--- config.mk ---
export PLATFORM = sky130hd
export DESIGN_NAME = imm_ctrl
export DESIGN_NICKNAME = d
export VERILOG_FILES = /design/src/rtl/imm_pkg.sv /design/src/rtl/imm_ctrl.sv
export SDC_FILE = /design/constraint.sdc
export NUM_CORES = 1
export LEC_CHECK = 0
export BUFFER_PORTS_ARGS = -buffer_cell sky130_fd_sc_hd__buf_2
export CAP_MARGIN = 20
export CORE_ASPECT_RATIO = 0.8
export CORE_MARGIN = 5
export CORE_UTILIZATION = 40
export DETAILED_ROUTE_END_ITERATION = 16
export GPL_TIMING_DRIVEN = 1
export PLACE_DENSITY = 0.69
export SLEW_MARGIN = 30
export SYNTH_ARGS = -nofsm -noshare
export SYNTH_HDL_FRONTEND = slang
export SYNTH_SLANG_ARGS = --single-unit
--- constraint.sdc ---
create_clock -name i_clk -period 4.1 [get_ports i_clk]
set_input_delay 0 -clock i_clk [delete_from_list [all_inputs] [get_ports i_clk]]
set_output_delay 0 -clock i_clk [all_outputs]
set_load 0.01 [all_outputs]
--- src/rtl/imm_pkg.sv ---
// Shared types, codes and helpers for the integer matrix multiplier.
// No dependencies; used by imm_datapath, imm_ctrl and integer_matrix_multiply.
package imm_pkg;

    localparam int DATA_W      = 32;
    localparam int IDX_W       = 3;
    localparam int DIM_W       = 4;
    localparam int MAX_DIM_DEF = 8;
    localparam int TDATA_W     = 40;
    localparam int CFG_ADDR_W  = 4;
    localparam int APB_DATA_W  = 32;

    // input word kinds (s_tuser)
    localparam logic [1:0] MODE_LOAD_A = 2'd0;
    localparam logic [1:0] MODE_LOAD_B = 2'd1;
    localparam logic [1:0] MODE_START  = 2'd2;

    // config register indexes (paddr[3:2])
    localparam logic [1:0] REG_ROWS_A = 2'd0;
    localparam logic [1:0] REG_COLS_A = 2'd1;
    localparam logic [1:0] REG_ROWS_B = 2'd2;
    localparam logic [1:0] REG_COLS_B = 2'd3;

    typedef struct packed {
        logic [DIM_W-1:0] ra;
        logic [DIM_W-1:0] ca;
        logic [DIM_W-1:0] rb;
        logic [DIM_W-1:0] cb;
    } t_dims;

    typedef struct packed {
        logic             wr_a;
        logic             wr_b;
        logic             rd_en;
        logic             rd_first;
        logic [IDX_W-1:0] row_i;
        logic [IDX_W-1:0] col_j;
        logic [IDX_W-1:0] k;
        logic             load_out;
        logic             out_last;
        logic             load_err;
    } t_cmd;

    typedef struct packed {
        logic out_free;
    } t_stat;

    // 0 counts as 1, anything above max_d counts as max_d
    function automatic logic [DIM_W-1:0] clamp_dim(input logic [DIM_W-1:0] d,
                                                   input logic [DIM_W-1:0] max_d);
        logic [DIM_W-1:0] r;
        r = d;
        if (d == '0) begin
            r = DIM_W'(1);
        end else if (d > max_d) begin
            r = max_d;
        end
        return r;
    endfunction

endpackage

--- src/rtl/imm_ctrl.sv ---
// Controller FSM: accepts words, walks i/j/k, sequences the MAC pipe and output.
// Depends on imm_pkg.
module imm_ctrl (
    input  logic                      i_clk,
    input  logic                      i_rst_n,
    input  logic                      i_s_valid,
    input  logic [1:0]                i_mode,
    input  imm_pkg::t_dims            i_dims,
    input  imm_pkg::t_stat            i_stat,
    output logic                      o_s_ready,
    output imm_pkg::t_cmd             o_cmd
);

    localparam logic [2:0] ST_IDLE  = 3'd0;
    localparam logic [2:0] ST_MAC   = 3'd1;
    localparam logic [2:0] ST_DRAIN = 3'd2;
    localparam logic [2:0] ST_EMIT  = 3'd3;
    localparam logic [2:0] ST_ERR   = 3'd4;

    logic [2:0]                r_state, n_state;
    logic [imm_pkg::IDX_W-1:0] r_i, n_i, r_j, n_j, r_k, n_k;
    logic                      r_wait, n_wait;
    logic                      w_accept;
    logic                      w_k_end, w_i_end, w_j_end;

    assign o_s_ready = (r_state == ST_IDLE);
    assign w_accept  = i_s_valid && o_s_ready;
    assign w_k_end   = ({1'b0, r_k} == i_dims.rb - imm_pkg::DIM_W'(1));
    assign w_i_end   = ({1'b0, r_i} == i_dims.ra - imm_pkg::DIM_W'(1));
    assign w_j_end   = ({1'b0, r_j} == i_dims.cb - imm_pkg::DIM_W'(1));

    always_comb begin
        n_state = r_state;
        n_i     = r_i;
        n_j     = r_j;
        n_k     = r_k;
        n_wait  = r_wait;
        o_cmd   = '0;
        o_cmd.row_i    = r_i;
        o_cmd.col_j    = r_j;
        o_cmd.k        = r_k;
        o_cmd.rd_first = (r_k == '0);
        o_cmd.out_last = w_i_end && w_j_end;
        unique case (r_state)
            ST_IDLE: begin
                if (w_accept) begin
                    o_cmd.wr_a = (i_mode == imm_pkg::MODE_LOAD_A);
                    o_cmd.wr_b = (i_mode == imm_pkg::MODE_LOAD_B);
                    if (i_mode == imm_pkg::MODE_START) begin
                        n_i = '0;
                        n_j = '0;
                        n_k = '0;
                        n_state = (i_dims.ca != i_dims.rb) ? ST_ERR : ST_MAC;
                    end
                end
            end
            ST_MAC: begin
                o_cmd.rd_en = 1'b1;
                n_k = r_k + imm_pkg::IDX_W'(1);
                if (w_k_end) begin
                    n_wait  = 1'b0;
                    n_state = ST_DRAIN;
                end
            end
            ST_DRAIN: begin
                n_wait = 1'b1;
                if (r_wait) begin
                    n_state = ST_EMIT;
                end
            end
            ST_EMIT: begin
                if (i_stat.out_free) begin
                    o_cmd.load_out = 1'b1;
                    n_k = '0;
                    if (w_i_end && w_j_end) begin
                        n_state = ST_IDLE;
                    end else begin
                        n_state = ST_MAC;
                        if (w_j_end) begin
                            n_j = '0;
                            n_i = r_i + imm_pkg::IDX_W'(1);
                        end else begin
                            n_j = r_j + imm_pkg::IDX_W'(1);
                        end
                    end
                end
            end
            ST_ERR: begin
                if (i_stat.out_free) begin
                    o_cmd.load_err = 1'b1;
                    n_state = ST_IDLE;
                end
            end
            default: begin
                n_state = ST_IDLE;
            end
        endcase
    end

    always_ff @(posedge i_clk) begin
        if (!i_rst_n) begin
            r_state <= ST_IDLE;
            r_i     <= '0;
            r_j     <= '0;
            r_k     <= '0;
            r_wait  <= 1'b0;
        end else begin
            r_state <= n_state;
            r_i     <= n_i;
            r_j     <= n_j;
            r_k     <= n_k;
            r_wait  <= n_wait;
        end
    end

`ifndef ASSERT_OFF
    a_one_output_load: assert property (@(posedge i_clk) disable iff (!i_rst_n)
        !(o_cmd.load_out && o_cmd.load_err))
        else $error("product and error word loaded together");

    a_load_only_when_free: assert property (@(posedge i_clk) disable iff (!i_rst_n)
        (o_cmd.load_out || o_cmd.load_err) |-> i_stat.out_free)
        else $error("output word overwritten before taken");

    a_last_ends_run: assert property (@(posedge i_clk) disable iff (!i_rst_n)
        (o_cmd.load_out && o_cmd.out_last) |=> (r_state == ST_IDLE))
        else $error("run did not end after last product");

    a_k_in_range: assert property (@(posedge i_clk) disable iff (!i_rst_n)
        (r_state == ST_MAC) |-> ({1'b0, r_k} < i_dims.rb))
        else $error("inner index beyond inner dimension");
`endif

endmodule

After elaboration in Yosys (flattened, before gate mapping)
Index checks and enable logic that the tools add are counted.
Widths: inputs -> output; s select.
- add/sub/neg operators: 6
- equality and inequality tests: 18
- mux-type cells: 28
- reductions and logical operators: 13
- operators with widths (kind ; count):
    $mux 3 ; 15
    $pmux 3 s5 ; 1
    $eq 3x4->1 ; 3
    $ne 2x2->1 const B ; 6
    $pmux 3 s2 ; 2
    $reduce_and 6->1 ; 2
    $sub 4x1->4 const B ; 3
    $add 3x1->3 const B ; 3
    $pmux 3 s3 ; 1
    $eq 3x2->1 const B ; 2
    $logic_not 3->1 ; 2
    $mux 1 ; 6
    $reduce_and 5->1 ; 1
    $mux 2 ; 2
    $ne 2x1->1 const B ; 2
    $ne 4x4->1 ; 1
    $reduce_and 4->1 ; 1
    $reduce_bool 2->1 ; 2
    $eq 3x1->1 const B ; 1
    $eq 3x3->1 const B ; 1
    $reduce_bool 3->1 ; 1
    $eq 2x1->1 const B ; 1
    $eq 2x2->1 const B ; 1
    $logic_and 1x1->1 ; 2
    3 further kinds ; 3
- bits in registers: 13
- output and inout port bits: 17
- word-level logic and storage cells: 70

Logic depth before layout (Yosys ltp)
- word-level depth: 6
- depth in mapped cells: 8
- mapped depth without buffers: 8

Least setup slack after synthesis
Ideal clock, no wire load.
- path type: flip-flop to flip-flop
- from: reg r_j[2] in the netlist's numbering
- to: reg r_j[1] in the netlist's numbering
- library setup time: 0.123 ns
- arrival time: 1.623 ns
- setup slack: 2.354 ns
- cell stages (with the launch flop): 7
- buffers on the path: 0
- cells stage by stage: dfxtp_1 -> xor2_1 -> nor4b_2 -> o211ai_2 -> a2111oi_4 -> o22ai_2 -> mux2i_1
- RTL lines (what ; line ; source):
    start, declared ; imm_ctrl.sv:21 ; logic [imm_pkg::IDX_W-1:0] r_i, n_i, r_j, n_j, r_k, n_k;
    start signal, assigned ; imm_ctrl.sv:110 ; r_j <= n_j;

==> impl_metrics.yaml <==
critical_path:
  crit_required_ns: 4.10
  r2r_cells: 6
  slowest_stage: "dfxtp_1"
  reg2reg_to: "r_i[0]"
  worstPathArrival_ns: 1.86
  path_class: "reg2out"
  cp-end-kind: "output port"
  critPathMaxStageDelay_ns: 0.36
  critPathBufInv: 1
  crit_family: "compound AO/OA/AOI/OAI gates"
  cp-start-kind: "flop"
  crit_chain: "xor2_1 > nor4b_2 > o211ai_2 > a2111oi_4 > buf_2"
  r2r_start: "r_state[1]"
  r2r_setup_slack_ns: 2.27
  path_max_fanout: 6
yosys:
  synthMuxAreaShare_pct: 0.899
  synth_edf_count: 0
  yosys.area.top_type: "dfxtp_1"
  synth-simple-area-share_pct: 28.1
  synth-xor-area-share_pct: 11.8
  ys_top_cells_by_area: "dfxtp_1, ha_1, xnor2_1"
  synth_top_family_by_area: "simple AND/OR/NAND/NOR gates"
  syn_area_per_cell_um2: 7.90
  synth_top_area_share_pct: 23.4
  synth_nets: 170
  netlist_instances: 141
  synth.lib_cells_used.distinct: 44
  synth-adder-area-share_pct: 7.87
  yosys_warnings: 0
  synth_area_um2: 1110
  yosysSeqAreaShare_pct: 23.4
  synth-main-ff-cell: "dfxtp_1"
  async_flop_share_pct: 0
  ys_seq_elements: 13
  synth_compound_area_share_pct: 21.8
detailed_routing:
  drtIter0Drc: 34
  firstDrtPassIters: 4
  vias: 1127
  wire_per_inst_um: 12.8
  drcViolationCount: 0
  ant_nets: 0
  wl_um: 2750
  viasPerCell: 5.24
clock_tree:
  post_cts_buffers: 0
  clkLatencyLatePin_ns: 0.28
  cts_tree: "built"
  clock_path_buffers: 2
  cts_sinks: 13
  ctsResizeCount: 0
  root_buffer: "clkbuf_4"
  cts_buffers: 3
  htree_levels: 1
  hold_buffers: 0
  clk_pin_slew_worst_paths_ns: 0.08
pwr:
  p_leak_nw: 0.630
  cellPowerDensity_nw_per_um2: 200
  ir_worst_vdd_uv: 127
place:
  gp_congestion: 0.820
  io_buffers: 38
  placed_cells: 211
  dpl.hpwl_um: 2270
  dp_slack_ns: 2.26
cells_and_area:
  fillerInstances: 293
  drive_gt1_share_pct: 26.0
  syn_to_final_growth_pct: 21.6
  n_antenna_cell: 0
  layoutNonFillerInstCount: 215
  finalNetCount: 207
  fin_util_pct: 49.7
grt:
  grt_max_degree: 18
  grt_usage_pct: 15.1
  antenna_found_initial: 0
  grt_pass1_wl_um: 4750
  first_global_vias: 1087
  grt_overflow: 0
floorplan:
  fp.dieH_um: 57.2
  die_w_um: 69.0
  core_um2: 2720
  start_util_pct: 40.9
  ios: 39
  dieArea_um2: 3950
  rows: 17
timing:
  finalSetupViolCount: 0
  max_slew_margin_pct: 69.1
  finClkSkew_ns: 0.00336
  rsz0062_at_grt: "no"
  final.min_clock_period_ns: 1.86
  slew_viol_final: 0
  hold_viol_final: 0
  worst_slew_pin_slew_ns: 0.463
  fmax_ghz: 0.537
  timing.final.ws_setup_ns: 2.24
  finalCritPeriodShare_pct: 45.4
  setup-tns-final_ns: 0
worst_hold_path:
  min_path_type: "in2reg"
  holdPathStages: 3
  min_to: "r_state[2]"
  min_from: "i_stat"
flow_run:
  cap_violations: 0
run_status:
  outcome: "finished clean"
[synthesized netlist by cell type, types with 2 or more instances]
master	n
nor4_1	2
nand4_1	2
o21ai_1	2
nor2b_1	4
nand3b_1	3
a21boi_0	2
nand3_1	3
ha_1	7
o22ai_1	2
dfxtp_1	13
nor3_1	5
o32ai_1	2
nor3b_1	2
nor2_1	6
nand2_1	15
xor2_1	6
o2111ai_1	2
inv_1	12
clkbuf_1	5
a21oi_1	9
xnor2_1	9
or3b_1	2
o21ai_0	5
[power breakdown]
part	total [mW]	internal (mW)	switching, mW	leakage [nW]
sequential	0.130	0.127	0.00206	0.105
clock	0.0797	0.0377	0.0420	0.0150
combinational	0.0619	0.0285	0.0334	0.510
total	0.271	0.194	0.0775	0.630
[routing by layer]
layer | GRT usage [%] | vias to the layer above | wire length [um]
met2 | 23.0 | 34 | 1260
li1 | - | 573 | -
met5 | 0 | - | 0
met4 | 2.50 | 0 | 9
met3 | 4.53 | 2 | 163
met1 | 21.3 | 518 | 1310
[sequential cells by signal (all words and copies together), names as in the netlist]
register	count
r_i	3
r_j	3
r_k	3
r_state	3
r_wait	1
[cells by family after synthesis]
family                   after synthesis
flip-flops                            13
AO/OA/AOI/OAI                         33
AND/OR/NAND/NOR                       54
XOR/XNOR                              15
buffers and inverters                 18
multiplexers                           1
adder cells (fa/ha/maj)                7
[cell type report]
| class | count | area [um^2] | area share, % |
|---|---|---|---|
| timing repair buffer | 38 | 190 | 14.0 |
| clock buffer | 4 | 26.3 | 1.94 |
| sequential | 13 | 260 | 19.2 |
| inverter | 12 | 45.0 | 3.33 |
| tap | 38 | 47.5 | 3.51 |
| multi-input combinational | 110 | 785 | 57.9 |
[worst max-delay path by stage]
stage / from / endpoint / slack (ns) / depth (start not counted)
2_1_floorplan: r_j[2] / r_j[1] / 2.35 / 6
3_3_place_gp: r_j[2] / r_j[1] / 2.32 / 6
3_5_place_dp: i_dims[0] / r_j[1] / 2.26 / 9
4_1_cts: r_j[2] / o_cmd[1] / 2.21 / 5
5_1_grt: r_state[1] / r_i[1] / 2.03 / 6
6_report: r_j[2] / o_cmd[1] / 2.24 / 5
[worst reg2reg max path: cells and delay by family, from the launching register on]
kind	cells	cell delay (ns)
AO/OA/AOI/OAI	4	0.66
flip-flops	1	0.55
AND/OR/NAND/NOR	2	0.51
[placed cells by master (no fill, tap or decap), types with 3 or more instances in the layout]
cell type and count:
a21oi_1 9, xor2_1 6, nor2_1 6, buf_2 38, xnor2_1 9, dfxtp_1 13
nor2b_1 4, clkbuf_4 3, o21ai_0 5, ha_1 7, nand3b_1 3, nor3_1 5
nand3_1 3, nand2_1 15, inv_1 12
[stage by stage]
| step | total power [mW] | hold WS, ns | area [um^2] |
|---|---|---|---|
| after floorplan | 0.171 | 0.0504 | 1110 |
| after global placement | 0.192 | 0.255 | 1330 |
| after detailed placement | 0.194 | 0.269 | 1330 |
| after CTS | 0.273 | 0.0451 | 1350 |
| after global routing | 0.287 | 0.0865 | 1350 |
| final | 0.271 | 0.0494 | 1350 |
No activity file was read; power rests on OpenSTA's default activity.
