===== config.mk =====
export PLATFORM = sky130hd
export DESIGN_NAME = imm_datapath
export DESIGN_NICKNAME = d
export VERILOG_FILES = /design/src/rtl/imm_pkg.sv /design/src/rtl/imm_ram.sv /design/src/rtl/imm_datapath.sv
export SDC_FILE = /design/constraint.sdc
export NUM_CORES = 2
export LEC_CHECK = 0
export BUFFER_PORTS_ARGS = -buffer_cell sky130_fd_sc_hd__buf_2
export CORE_ASPECT_RATIO = 0.6
export CORE_MARGIN = 2
export CORE_UTILIZATION = 60
export DETAILED_ROUTE_END_ITERATION = 16
export PLACE_DENSITY_LB_ADDON = 0.12
export SLEW_MARGIN = 20
export SYNTH_ARGS = -nofsm -noshare
export SYNTH_HDL_FRONTEND = slang
export SYNTH_SLANG_ARGS = --single-unit

===== constraint.sdc =====
create_clock -name i_clk -period 20.1 [get_ports i_clk]
set_input_delay 2.01 -clock i_clk [delete_from_list [all_inputs] [get_ports i_clk]]
set_output_delay 2.01 -clock i_clk [all_outputs]
set_load 0.005 [all_outputs]

===== src/rtl/imm_pkg.sv =====
// Shared types, codes and helpers for the integer matrix multiplier.
// No dependencies; used by imm_datapath, imm_ctrl and integer_matrix_multiply.
package imm_pkg;

    localparam int DATA_W      = 32;
    localparam int IDX_W       = 3;
    localparam int DIM_W       = 4;
    localparam int MAX_DIM_DEF = 8;
    localparam int TDATA_W     = 40;
    localparam int CFG_ADDR_W  = 4;
    localparam int APB_DATA_W  = 32;

    // input word kinds (s_tuser)
    localparam logic [1:0] MODE_LOAD_A = 2'd0;
    localparam logic [1:0] MODE_LOAD_B = 2'd1;
    localparam logic [1:0] MODE_START  = 2'd2;

    // config register indexes (paddr[3:2])
    localparam logic [1:0] REG_ROWS_A = 2'd0;
    localparam logic [1:0] REG_COLS_A = 2'd1;
    localparam logic [1:0] REG_ROWS_B = 2'd2;
    localparam logic [1:0] REG_COLS_B = 2'd3;

    typedef struct packed {
        logic [DIM_W-1:0] ra;
        logic [DIM_W-1:0] ca;
        logic [DIM_W-1:0] rb;
        logic [DIM_W-1:0] cb;
    } t_dims;

    typedef struct packed {
        logic             wr_a;
        logic             wr_b;
        logic             rd_en;
        logic             rd_first;
        logic [IDX_W-1:0] row_i;
        logic [IDX_W-1:0] col_j;
        logic [IDX_W-1:0] k;
        logic             load_out;
        logic             out_last;
        logic             load_err;
    } t_cmd;

    typedef struct packed {
        logic out_free;
    } t_stat;

    // 0 counts as 1, anything above max_d counts as max_d
    function automatic logic [DIM_W-1:0] clamp_dim(input logic [DIM_W-1:0] d,
                                                   input logic [DIM_W-1:0] max_d);
        logic [DIM_W-1:0] r;
        r = d;
        if (d == '0) begin
            r = DIM_W'(1);
        end else if (d > max_d) begin
            r = max_d;
        end
        return r;
    endfunction

endpackage


===== src/rtl/imm_ram.sv =====
// Generic single-port-write, single-port-read RAM with registered read data.
// No dependencies.
module imm_ram #(
    parameter  int WIDTH  = 32,
    parameter  int DEPTH  = 64,
    localparam int ADDR_W = (DEPTH > 1) ? $clog2(DEPTH) : 1
) (
    input  logic              i_clk,
    input  logic              i_we,
    input  logic [ADDR_W-1:0] i_waddr,
    input  logic [WIDTH-1:0]  i_wdata,
    input  logic              i_re,
    input  logic [ADDR_W-1:0] i_raddr,
    output logic [WIDTH-1:0]  o_rdata
);

    logic [WIDTH-1:0] r_mem [DEPTH];
    logic [WIDTH-1:0] r_rdata;

    always_ff @(posedge i_clk) begin
        if (i_we) begin
            r_mem[i_waddr] <= i_wdata;
        end
        if (i_re) begin
            r_rdata <= r_mem[i_raddr];
        end
    end

    assign o_rdata = r_rdata;

endmodule


===== src/rtl/imm_datapath.sv =====
// Datapath: A/B element stores, multiply-accumulate pipe, output word register.
// Depends on imm_pkg and imm_ram.
module imm_datapath #(
    parameter int MAX_DIM = imm_pkg::MAX_DIM_DEF
) (
    input  logic                       i_clk,
    input  logic                       i_rst_n,
    input  imm_pkg::t_cmd              i_cmd,
    input  logic [imm_pkg::IDX_W-1:0]  i_ld_row,
    input  logic [imm_pkg::IDX_W-1:0]  i_ld_col,
    input  logic [imm_pkg::DATA_W-1:0] i_ld_value,
    input  logic                       i_m_ready,
    output imm_pkg::t_stat             o_stat,
    output logic                       o_m_valid,
    output logic [imm_pkg::IDX_W-1:0]  o_out_row,
    output logic [imm_pkg::IDX_W-1:0]  o_out_col,
    output logic [imm_pkg::DATA_W-1:0] o_product,
    output logic                       o_last,
    output logic                       o_error
);

    localparam int DEPTH  = MAX_DIM * MAX_DIM;
    localparam int ADDR_W = (DEPTH > 1) ? $clog2(DEPTH) : 1;

    logic                       w_in_range;
    logic [ADDR_W-1:0]          w_waddr;
    logic [ADDR_W-1:0]          w_raddr_a;
    logic [ADDR_W-1:0]          w_raddr_b;
    logic [imm_pkg::DATA_W-1:0] w_a;
    logic [imm_pkg::DATA_W-1:0] w_b;

    logic                       r_v1, r_first1, r_v2, r_first2;
    logic [imm_pkg::DATA_W-1:0] r_prod;
    logic [imm_pkg::DATA_W-1:0] r_acc;

    logic                       r_out_valid;
    logic [imm_pkg::IDX_W-1:0]  r_out_row;
    logic [imm_pkg::IDX_W-1:0]  r_out_col;
    logic [imm_pkg::DATA_W-1:0] r_out_prod;
    logic                       r_out_last;
    logic                       r_out_err;

    // loads outside the store are dropped
    assign w_in_range = ({1'b0, i_ld_row} < imm_pkg::DIM_W'(MAX_DIM)) &&
                        ({1'b0, i_ld_col} < imm_pkg::DIM_W'(MAX_DIM));
    assign w_waddr   = ADDR_W'(int'(i_ld_row) * MAX_DIM + int'(i_ld_col));
    assign w_raddr_a = ADDR_W'(int'(i_cmd.row_i) * MAX_DIM + int'(i_cmd.k));
    assign w_raddr_b = ADDR_W'(int'(i_cmd.k) * MAX_DIM + int'(i_cmd.col_j));

    imm_ram #(.WIDTH(imm_pkg::DATA_W), .DEPTH(DEPTH)) u_ram_a (
        .i_clk   (i_clk),
        .i_we    (i_cmd.wr_a && w_in_range),
        .i_waddr (w_waddr),
        .i_wdata (i_ld_value),
        .i_re    (i_cmd.rd_en),
        .i_raddr (w_raddr_a),
        .o_rdata (w_a)
    );

    imm_ram #(.WIDTH(imm_pkg::DATA_W), .DEPTH(DEPTH)) u_ram_b (
        .i_clk   (i_clk),
        .i_we    (i_cmd.wr_b && w_in_range),
        .i_waddr (w_waddr),
        .i_wdata (i_ld_value),
        .i_re    (i_cmd.rd_en),
        .i_raddr (w_raddr_b),
        .o_rdata (w_b)
    );

    // read -> multiply -> accumulate, flags ride alongside
    always_ff @(posedge i_clk) begin
        if (!i_rst_n) begin
            r_v1     <= 1'b0;
            r_first1 <= 1'b0;
            r_v2     <= 1'b0;
            r_first2 <= 1'b0;
            r_acc    <= '0;
        end else begin
            r_v1     <= i_cmd.rd_en;
            r_first1 <= i_cmd.rd_first;
            r_v2     <= r_v1;
            r_first2 <= r_first1;
            if (r_v2) begin
                r_acc <= (r_first2 ? '0 : r_acc) + r_prod;
            end
        end
    end

    // low 32 bits are the same for signed and unsigned operands
    always_ff @(posedge i_clk) begin
        if (r_v1) begin
            r_prod <= w_a * w_b;
        end
    end

    always_ff @(posedge i_clk) begin
        if (!i_rst_n) begin
            r_out_valid <= 1'b0;
        end else if (i_cmd.load_out || i_cmd.load_err) begin
            r_out_valid <= 1'b1;
        end else if (i_m_ready) begin
            r_out_valid <= 1'b0;
        end
    end

    always_ff @(posedge i_clk) begin
        if (i_cmd.load_err) begin
            r_out_row  <= '0;
            r_out_col  <= '0;
            r_out_prod <= '0;
            r_out_last <= 1'b1;
            r_out_err  <= 1'b1;
        end else if (i_cmd.load_out) begin
            r_out_row  <= i_cmd.row_i;
            r_out_col  <= i_cmd.col_j;
            r_out_prod <= r_acc;
            r_out_last <= i_cmd.out_last;
            r_out_err  <= 1'b0;
        end
    end

    assign o_stat.out_free = !r_out_valid || i_m_ready;
    assign o_m_valid = r_out_valid;
    assign o_out_row = r_out_row;
    assign o_out_col = r_out_col;
    assign o_product = r_out_prod;
    assign o_last    = r_out_last;
    assign o_error   = r_out_err;

endmodule


Word level (Yosys, flattened, before mapping):

Memory sizes are Yosys's and may differ from the RTL's. A register that Yosys moved wholly into a read port is not among the register bits.
Index checks and enable logic that the tools add are counted.

* register bits: 109
* bits in writable memories: 4096
* input port bits: 57
* memories: 2

Memories
* u_ram_a.r_mem: depth 64, bits a word 32, read ports 1, clocked after Yosys merged registers in 1, write ports 1, RTL line imm_ram.sv:17 `logic [WIDTH-1:0] r_mem [DEPTH];`
* u_ram_b.r_mem: depth 64, bits a word 32, read ports 1, clocked after Yosys merged registers in 1, write ports 1, RTL line imm_ram.sv:17

* $add $sub $neg: 4
* multipliers: 1
* muxes and demuxes: 7
* reductions and logical operators: 4

Operators with widths (number)
* adder 32 bit: 1
* multiplier 32 x 32 -> 32 bit: 1
* 2-to-1 mux 32 bit: 1
* adder 6 x 3 -> 6 bit: 3
* 2-to-1 mux 1 bit: 6
* logical OR 1 bit: 2
* nonzero test 2 bit: 1
* zero test 1 bit: 1

Depth between registers and ports, before layout:

* word-level depth: 2
* gate-level depth with buffers: 26

By module:

Synthesis repeated with hierarchy kept, for this count alone.

* cell total of the unflattened synthesis: 8920
* area total of the unflattened synthesis: 178811.5 um^2

Modules (own cells, without submodules)
* imm_ram: instances 2, cells each 3324, area an instance 78835.6 um^2, sequential area each 62459.9 um^2
* imm_datapath: instances 1, cells each 2272, area an instance 21140.3 um^2, sequential area each 2502.4 um^2

Least setup slack after synthesis:

OpenSTA, ideal clock, no wires.

* path kind: flip-flop to flip-flop
* start point: register u_ram_b.r_rdata[2], in the netlist u_ram_b.o_rdata[2] (read register of u_ram_b.r_mem)
* end point: register r_prod[31] in the netlist's numbering (data pin)
* arrival time: 6603 ps
* data required time: 19840 ps
* setup slack: 13237 ps
* cell stages (with the launch flop): 24
* clock period less this slack: 6863 ps
* path through: edfxtp_1 > clkbuf_1 > clkbuf_1 > nand2_1 > fa_1 > fa_1 > fa_1 > fa_1 > inv_1 > fa_1 > fa_1 > inv_1 > fa_1 > fa_1 > inv_1 > ha_1 > inv_1 > or2_2 > o211ai_1 > a221o_1 > a211oi_1 > nor3_1 > a31oi_1 > xnor2_1

* longest elaborated chain between the ends: 1

Ends and longest elaborated chain
* start: declaration: RTL line imm_ram.sv:18 `logic [WIDTH-1:0] r_rdata;`
* multiplier 32 x 32 -> 32 bit: RTL line imm_datapath.sv:92 `r_prod <= w_a * w_b;`
* end signal: assignment: RTL line imm_datapath.sv:92
* end: declaration: RTL line imm_datapath.sv:33 `logic [imm_pkg::DATA_W-1:0] r_prod;`

No other way between the ends.
A chain may end at the register's enable or synchronous reset.

Worst setup path after layout:

* start point: register u_ram_a.r_rdata[4], in the netlist u_ram_a.o_rdata[4] (read register of u_ram_a.r_mem)
* end point: register r_prod[31] in the netlist's numbering (data pin)

* longest elaborated chain between the ends: 1

Ends and longest elaborated chain (RTL line)
* start: declaration: imm_ram.sv:18
* multiplier 32 x 32 -> 32 bit: imm_datapath.sv:92

No other way between the ends.

==> impl_metrics.ini <==
[outcome]
outcome = complete, no violations

[clock_tree]
clockRootBuffer = clkbuf_16
tritoncts = yes
cts_max_level = 5
clk-insertion-delay-late_ns = 0.95
cts_setup_buffers = 0
hold_buffers = 0
cts_resized = 0
cts_max_path_buffers = 4
cts_made_buffers = 376
path_clk_slew_ns = 0.06
clock-sinks = 4269

[hold_path]
hold_class = flip-flop to flip-flop
min_from = r_first1
min_delay_path_depth = 1

[timing]
tns_ns = 0
final.min_clock_period_ns = 8.09
hold_ws_ns = 0.455
fmax_ghz = 0.124
clock_skew_ns = 0.0635
tightest_slew_ns = 1.23
hold_viol = 0
slew_viol_final = 0
slew_headroom_pct = 17.8
rsz0062_at_grt = false
setup_viol = 0
finalCritPeriodShare_pct = 40.2

[placement]
routabilityCongestion = 0.837
port_buffers = 98
place_area_um2 = 185000
dp_hpwl_mm = 279
dp.cells = 12200

[routing]
drc = 0
wl_per_cell_um = 38.0
via_per_inst = 6.95
drtAntennaViolNets = 0
wirelength_mm = 489
vias = 89400
dr_wl_met3_mm = 77.4
dr.first_iter.drc_count = 15500
routed.top_layer = met5
drt_first_pass_iters = 6
wl_met2_mm = 207
wl_met1_mm = 194

[logic_synthesis]
synth-async-reset-ratio_pct = 0
syn_nets = 8941
ys.flop_type = edfxtp_1
synth_enable_flop_cells = 4192
ys_types = 62
yosysWarningCount = 0
syn_area_um2 = 178000
seq_area_frac_synth_pct = 71.4
avgSynthCellArea_um2 = 21.4
ys_ff_latch = 4269
synthCells = 8321

[die]
rows = 155
initial_core_util_pct = 60.2
fp.dieH_um = 426
core_region_area_um2 = 297000
die-area_um2 = 302000
die_w_um = 708
pin_count = 99

[cells_and_area]
final_common_cell = edfxtp_1
mostFrequentLayoutCells = edfxtp_1, mux4_2, fa_1
final_cells = 12900
fin_nets = 9246
fillers = 18600
final_area_um2 = 198000
drive_above_1_share_pct = 26.9
final_util_pct = 66.6
area_growth_pct = 10.8

[setup_path]
reg2reg_from = u_ram_a.o_rdata[4]
path_delay_family = adder cells
r2r_cells = 23
critPathLaunch = u_ram_a.o_rdata[4]
path_common_cell = fa_1
r2r_end = r_prod[31]
cp_max_fo = 28
cp-start-kind = flip-flop
cp-end-kind = flip-flop
reg2reg_slack_ns = 12.01
critPathArrivalTime_ns = 8.72
crit_type = flip-flop to flip-flop
cpPeakStageDelay_ns = 0.81
cp_cell_sequence = buf_4 -> and2_1 -> fa_1 -> fa_1 -> fa_1 -> inv_1 -> fa_1 -> inv_1 -> ha_1 -> ha_1 -> fa_1 -> fa_1 -> ha_1 -> a21o_1 -> a21oi_1 -> nor2b_1 -> o31ai_1 -> o211ai_1 -> a221o_1 -> a211oi_1 -> nor3_1 -> a31oi_1 -> xnor2_1
slowest_stage = edfxtp_1
cp_data_required_time_ns = 20.73
endpoint = r_prod[31]
crit_buf_inv = 3
crit_cells = 23

[grt]
antenna_found_initial = 61
grt_pass1_vias = 87700
grt_use_total_pct = 32.8
grt_pass1_wl_mm = 683
grt_max_degree = 132
gr-total-overflow = 0

[power_and_ir_drop]
p_leak_uw = 0.0643
p_seq_share_pct = 34.4
pwr_density_cell_nw_per_um2 = 156
internal_power_uw = 20000
switching_share_pct = 35.1
combPwrFrac_pct = 42.2
power.share.clock_pct = 23.4
peakVddDrop_mv = 1.08
p_sw_uw = 10800

[run]
maxCapViolCount = 0
[worst min path at each step]
stage	to	slack (ns)
after global routing	r_first2	0.47
after detailed placement	r_first2	0.43
after global placement	r_first2	0.42
after CTS	r_first2	0.45
after floorplan	r_first2	0.41
final	r_first2	0.45
[cell usage after synthesis, types with 5 or more instances]
cell	number	area [um^2]
nor2b_1	43	269
and2_1	313	1960
mux2i_1	85	851
buf_2	125	626
o21bai_1	7	52.6
o21ai_1	22	110
ha_1	154	1930
nor2_1	227	852
a21oi_1	49	245
xnor2_1	87	762
a21o_1	20	150
o21a_1	8	60.1
inv_1	389	1460
nand2_1	280	1050
a21oi_2	7	61.3
xor2_1	25	219
nand3b_1	6	45.0
clkbuf_1	266	998
dfxtp_1	77	1540
edfxtp_1	4192	126000
mux2_2	30	338
nand3_1	22	110
or3_1	5	31.3
nand2b_1	9	56.3
mux4_2	1314	29600
nand4_1	6	37.5
buf_1	35	131
fa_1	409	8190
a211oi_1	9	67.6
o21ai_0	34	170
nor3_1	12	60.1
[kinds of logic (layout without fill, tap and decap cells)]
group	Yosys count	in the layout	synth area share [%]
DFF	4269	4269	71.4
muxes	1429	1429	17.3
and+or+nand+nor	939	939	2.57
buffers and inverters	820	1419	1.83
adders and majority gates	563	563	5.67
AOI/OAI and AO/OA	189	189	0.703
xor gates and xnor gates	112	112	0.550
other	0	25	0
[layout make-up]
| class | instances | area (um^2) | share of cell area [%] |
|---|---|---|---|
| Antenna cell | 25 | 62.6 | 0.0317 |
| Tap cell | 3925 | 4910 | 2.49 |
| Clock buffer | 456 | 9840 | 4.98 |
| Clock inverter | 216 | 2210 | 1.12 |
| Inverter | 389 | 1460 | 0.739 |
| Timing Repair Buffer | 358 | 2930 | 1.48 |
| Multi-Input combinational cell | 3232 | 48800 | 24.7 |
| Sequential cell | 4269 | 127000 | 64.5 |
[power by group through the flow]
| stage | clock network, uW | registers, uW | logic (uW) |
|---|---|---|---|
| after global placement | 0 | 10800 | 12900 |
| after global routing | 7640 | 10600 | 14500 |
| final | 7230 | 10600 | 13000 |
| after floorplan | 0 | 10700 | 9190 |
| after detailed placement | 0 | 10800 | 13000 |
| after CTS | 7290 | 10600 | 13100 |
[metal layers]
layer / GRT usage (%) / up-vias
met5: 0 / -
li1: - / 34100
met1: 51.7 / 48000
met2: 45.1 / 6640
met3: 11.8 / 709
met4: 6.49 / 34
[registers in the layout, summed over array words and instances, names as in the netlist, 3 cells and up]
name	flops
u_ram_a.r_mem	2048
u_ram_b.r_mem	2048
o_product	32
r_acc	32
r_prod	32
u_ram_a.o_rdata	32
u_ram_b.o_rdata	32
o_out_col	3
o_out_row	3
[worst reg2reg max path, delay by kind of cell, from the launching register on]
family                     cells  cell delay, ns
AOI/OAI and AO/OA              7            1.80
xor gates and xnor gates       1            0.10
adders and majority gates      9            3.80
buffers and inverters          3            0.76
DFF                            1            0.81
and+or+nand+nor                3            0.53
[through the flow]
step	total power [uW]	setup WS, ns
2_1_floorplan	19900	13.24
3_3_place_gp	23700	11.96
3_5_place_dp	23800	12.00
4_1_cts	31000	12.22
5_1_grt	32800	11.79
6_report	30900	12.01
Power figures use the tool's default switching activity.
